## src/thpc_ram.sv

```systemverilog
// Generic simple dual-port RAM with one write port and a registered read port.
module thpc_ram #(
  parameter int Width = 8,
  parameter int Depth = 16
) (
  input  logic                     clk_i,
  input  logic                     we_i,
  input  logic [$clog2(Depth)-1:0] waddr_i,
  input  logic [Width-1:0]         wdata_i,
  input  logic                     re_i,
  input  logic [$clog2(Depth)-1:0] raddr_i,
  output logic [Width-1:0]         rdata_o
);

  logic [Width-1:0] mem_q [Depth];
  logic [Width-1:0] rdata_q;

  // Write one word; the read word is registered into rdata_q.
  always_ff @(posedge clk_i) begin
    if (we_i) begin
      mem_q[waddr_i] <= wdata_i;
    end
    if (re_i) begin
      rdata_q <= mem_q[raddr_i];
    end
  end

  assign rdata_o = rdata_q;

endmodule

```

## config.mk

```make
export PLATFORM = sky130hd
export DESIGN_NAME = thpc_ram
export DESIGN_NICKNAME = d
export VERILOG_FILES = /design/src/thpc_ram.sv
export SDC_FILE = /design/constraint.sdc
export NUM_CORES = 1
export LEC_CHECK = 0
export BUFFER_PORTS_ARGS = -buffer_cell sky130_fd_sc_hd__buf_2
export CAP_MARGIN = 15
export CORE_ASPECT_RATIO = 1.5
export CORE_UTILIZATION = 65
export CTS_BUF_LIST = sky130_fd_sc_hd__clkbuf_16
export CTS_CLUSTER_SIZE = 14
export DETAILED_ROUTE_END_ITERATION = 10
export GPL_ROUTABILITY_DRIVEN = 0
export PLACE_DENSITY = 0.84
export SETUP_SLACK_MARGIN = 0.2
export SYNTH_ARGS = -nofsm -noshare
export SYNTH_HDL_FRONTEND = slang
export SYNTH_SLANG_ARGS = --single-unit
```

## constraint.sdc

```tcl
create_clock -name clk_i -period 2.7 [get_ports clk_i]
set_clock_uncertainty 0.1 [all_clocks]
set_input_delay 0.27 -clock clk_i [delete_from_list [all_inputs] [get_ports clk_i]]
set_output_delay 0.27 -clock clk_i [all_outputs]
set_load 0.1 [all_outputs]
```

======== Word-level counts from Yosys, hierarchy flattened ========
Memories as Yosys holds them, arrays and structs flattened. A register that Yosys moved wholly into a read port is not among the register bits.
Index checks and enable logic that the tools add are counted.
cells by class
  multiplexer cells ....................... 2
operators by type and width
  cell               number
  two-way mux 1 bit  2
storage, ports and cells
  bits in registers ....................... 0
  bits in writable memories ............... 128
  input port bits ......................... 19
  output and inout port bits .............. 8
  logic and storage cells ................. 3
  memories kept ........................... 1
memory list
  memory  words  width  rd ports  clocked after Yosys merged registers in  wr ports  RTL line  RTL
  mem_q   16     8      1         1                                        1         15        logic [Width-1:0] mem_q [Depth];

======== Depth between registers and ports, before layout ========
  depth after elaboration ................. 2
  gate-level depth with buffers ........... 5
  gate-level depth less buffers ........... 3

======== Worst setup path after synthesis ========
Ideal clock, no wire load.
  kind .................................... input to register
  start point ............................. input port waddr_i[2]
  end point ............................... memory mem_q[0][0], enable pin
  setup time .............................. 0.383 ns
  arrival ................................. 1.380 ns
  data required time ...................... 2.217 ns
  path slack .............................. 0.837 ns
  cell stages on the path ................. 2
  path buffers ............................ 0
  cell sequence ........................... or3b_2 > nor3_1
RTL lines
  what             RTL line  RTL
  start, declared  8         input logic [$clog2(Depth)-1:0] waddr_i,
  end, declared    15
No word-level cell before the write port.

==> flow_summary.json <==
{
  "status": "finished clean",
  "ys_seq_elements": 136,
  "synth-compound-area-share_pct": 2.30,
  "io_buffers": 26,
  "critPathRequiredTime_ns": 2.75,
  "drt_iter0_drc": 315,
  "diodes": 0,
  "setup_viol_count_final": 0,
  "cp-end-kind": "flop",
  "crit_type": "input port to flop",
  "r2r_end": "rdata_o[2]",
  "slowest_delay_ns": 0.57,
  "overflow": 0,
  "met2_wirelength_mm": 5.57,
  "synth_top_family_by_area": "multiplexers",
  "avgSynthCellArea_um2": 22.8,
  "power.density_nw_per_um2": 809,
  "r2r-start": "mem_q[9][2]",
  "cts_tree": "done",
  "chipHeight_um": 112,
  "ff2ff_setup_slack_ns": 1.06,
  "crit_arrival_ns": 1.76,
  "setup-tns-final_ns": 0,
  "syn_area_um2": 5230,
  "synth_nets": 248,
  "drive_gt1_share_pct": 30.4,
  "cts_buffer_depth": 2,
  "dp_hpwl_mm": 6.37,
  "cts_buffers": 17,
  "core_um2": 7710,
  "post_cts_resize_count": 0,
  "cts_setup_buffers": 0,
  "highest_layer": "met4",
  "hold_path.class": "input port to flop",
  "yosysWarnings": 0,
  "p_leak_nw": 2.11,
  "yosys.area_share.simple_pct": 3.14,
  "tightest_slew_ns": 0.878,
  "cp.depth": 5,
  "drc_errors": 0,
  "drtPass1Iterations": 6,
  "cp_slowest_cell": "mux4_1",
  "synth_cell_types": 18,
  "r2r_cells": 3,
  "crit_chain": "buf_2 > buf_12 > mux4_1 > a22oi_1 > nand2_1",
  "path_buf_inv": 2,
  "cts_root_buf": "clkbuf_16",
  "cp_top_family": "multiplexers",
  "hold_depth": 1,
  "ant_nets": 0,
  "p_total_mw": 4.98,
  "antenna_found_initial": 0,
  "placed_cell_area_um2": 5560,
  "vias_per_cell": 6.63,
  "yosys.area_share.adder_pct": 0,
  "clk_pin_slew_worst_paths_ns": 0.05,
  "maxSlewHeadroom_pct": 41.3,
  "final_hold_viol_count": 0,
  "rsz0062_at_grt": "false",
  "met3_length_um": 944,
  "critical_path.endpoint": "rdata_o[2]",
  "syn_inst": 229,
  "fin_area_um2": 6150,
  "grt_pass1_vias": 2728,
  "wl_per_cell_um": 26.7,
  "finalNetCount": 303,
  "synth-xor-area-share_pct": 0,
  "fin_util_pct": 79.8,
  "start_util_pct": 67.8,
  "cts_sinks": 136,
  "vias": 2640,
  "max_cap_violations": 0,
  "slew_violations": 0,
  "dieArea_um2": 8410,
  "fillCellCount": 390,
  "worstSkewPairLatency_ns": 0.41,
  "worstSetupStartpointType": "input port",
  "wl_met1_mm": 3.73,
  "die_w_um": 75.2,
  "wl_mm": 10.6,
  "h-tree-depth": 4,
  "grt_usage_pct": 29.2,
  "ys_seq_area_share_pct": 78.1,
  "synthMuxAreaShare_pct": 14.8,
  "cp-startpoint": "raddr_i[0]",
  "grt_pass1_wl_mm": 16.0,
  "grt_max_degree": 21,
  "hold_buffers": 0,
  "std_cell_rows": 39,
  "min_period_over_period_pct": 63.6,
  "worstPathMaxFanout": 16,
  "clock.fmax_mhz": 582,
  "period_needed_ns": 1.72,
  "io-pin-count": 27,
  "synthToLayoutAreaGrowth_pct": 17.7,
  "peakVddDrop_mv": 0.791
}
==> cell families (layout without fill, tap and decap cells) <==
| group | after synthesis | in the layout |
|---|---|---|
| buffers and inverters | 10 | 77 |
| AND/OR/NAND/NOR | 35 | 35 |
| multiplexers | 32 | 32 |
| flip-flops | 136 | 136 |
| AO/OA/AOI/OAI | 16 | 16 |
==> stage by stage <==
| stage | setup WS, ns | hold WS (ns) | instances |
|---|---|---|---|
| floorplan | 0.837 | 0.269 | 229 |
| global placement | 0.632 | 0.543 | 367 |
| detailed placement | 0.599 | 0.539 | 367 |
| CTS | 0.945 | 0.109 | 398 |
| global route | 0.912 | 0.117 | 398 |
| finish | 0.983 | 0.118 | 398 |
==> area by class of cell <==
type	count	area [um^2]	area share, %
clock buffers	17	425	6.91
flip-flops and latches	136	4080	66.4
well taps	102	128	2.07
clock inverters	14	165	2.68
repair buffers	46	293	4.76
multi-input cells	83	1060	17.2
==> sequential cells by signal (all words and copies together) (netlist names) <==
| register | count |
|---|---|
| mem_q | 128 |
| rdata_o | 8 |
==> power breakdown <==
part	internal [mW]	total, mW	switching [mW]
Combinational	0.0919	0.292	0.200
Clock	1.51	2.29	0.782
Sequential	2.38	2.39	0.0135
==> placed cells by master (no fill, tap or decap), types with 2 or more instances in the layout <==
master / instances
edfxtp_1: 136
buf_2: 26
buf_4: 19
mux4_2: 18
clkbuf_16: 17
a22oi_1: 16
mux4_1: 14
nor2_1: 13
nand2_1: 9
nor3_1: 4
bufinv_16: 4
clkinv_1: 4
clkinv_2: 3
nand3b_1: 2
nand2b_1: 2
inv_1: 2
==> cells in the mapped netlist <==
| cell type | n | area, um^2 |
|---|---|---|
| a22oi_1 | 16 | 120 |
| and2_1 | 1 | 6.26 |
| and2b_1 | 1 | 7.51 |
| buf_2 | 3 | 15.0 |
| buf_4 | 1 | 7.51 |
| buf_6 | 3 | 33.8 |
| clkdlybuf4s25_2 | 3 | 30.0 |
| edfxtp_1 | 136 | 4080 |
| mux4_1 | 14 | 368 |
| mux4_2 | 18 | 405 |
| nand2_1 | 9 | 33.8 |
| nand2b_1 | 2 | 12.5 |
| nand3_1 | 1 | 5.00 |
| nand3b_1 | 2 | 15.0 |
| nor2_1 | 13 | 48.8 |
| nor2b_1 | 1 | 6.26 |
| nor3_1 | 4 | 20.0 |
| or3b_2 | 1 | 8.76 |
==> worst min-delay path by stage <==
| stage | from | end |
|---|---|---|
| floorplan | wdata_i[0] | mem_q[0][0] |
| global placement | wdata_i[6] | mem_q[5][6] |
| CTS | re_i | rdata_o[7] |
| finish | re_i | rdata_o[2] |
| global route | re_i | rdata_o[2] |
| detailed placement | re_i | rdata_o[3] |
==> worst register-to-register path, cell delays in order, from the launching register on <==
cell and delay [ns]:
edfxtp_1 0.36, mux4_1 0.51, a22oi_1 0.31, nand2_1 0.10
==> routing by layer <==
| layer | GRT usage [%] | vias up |
|---|---|---|
| met2 | 45.0 | 182 |
| met5 | 0 | - |
| met4 | 13.0 | 0 |
| li1 | - | 1092 |
| met3 | 8.42 | 33 |
| met1 | 39.2 | 1333 |
Power figures use the tool's default switching activity.
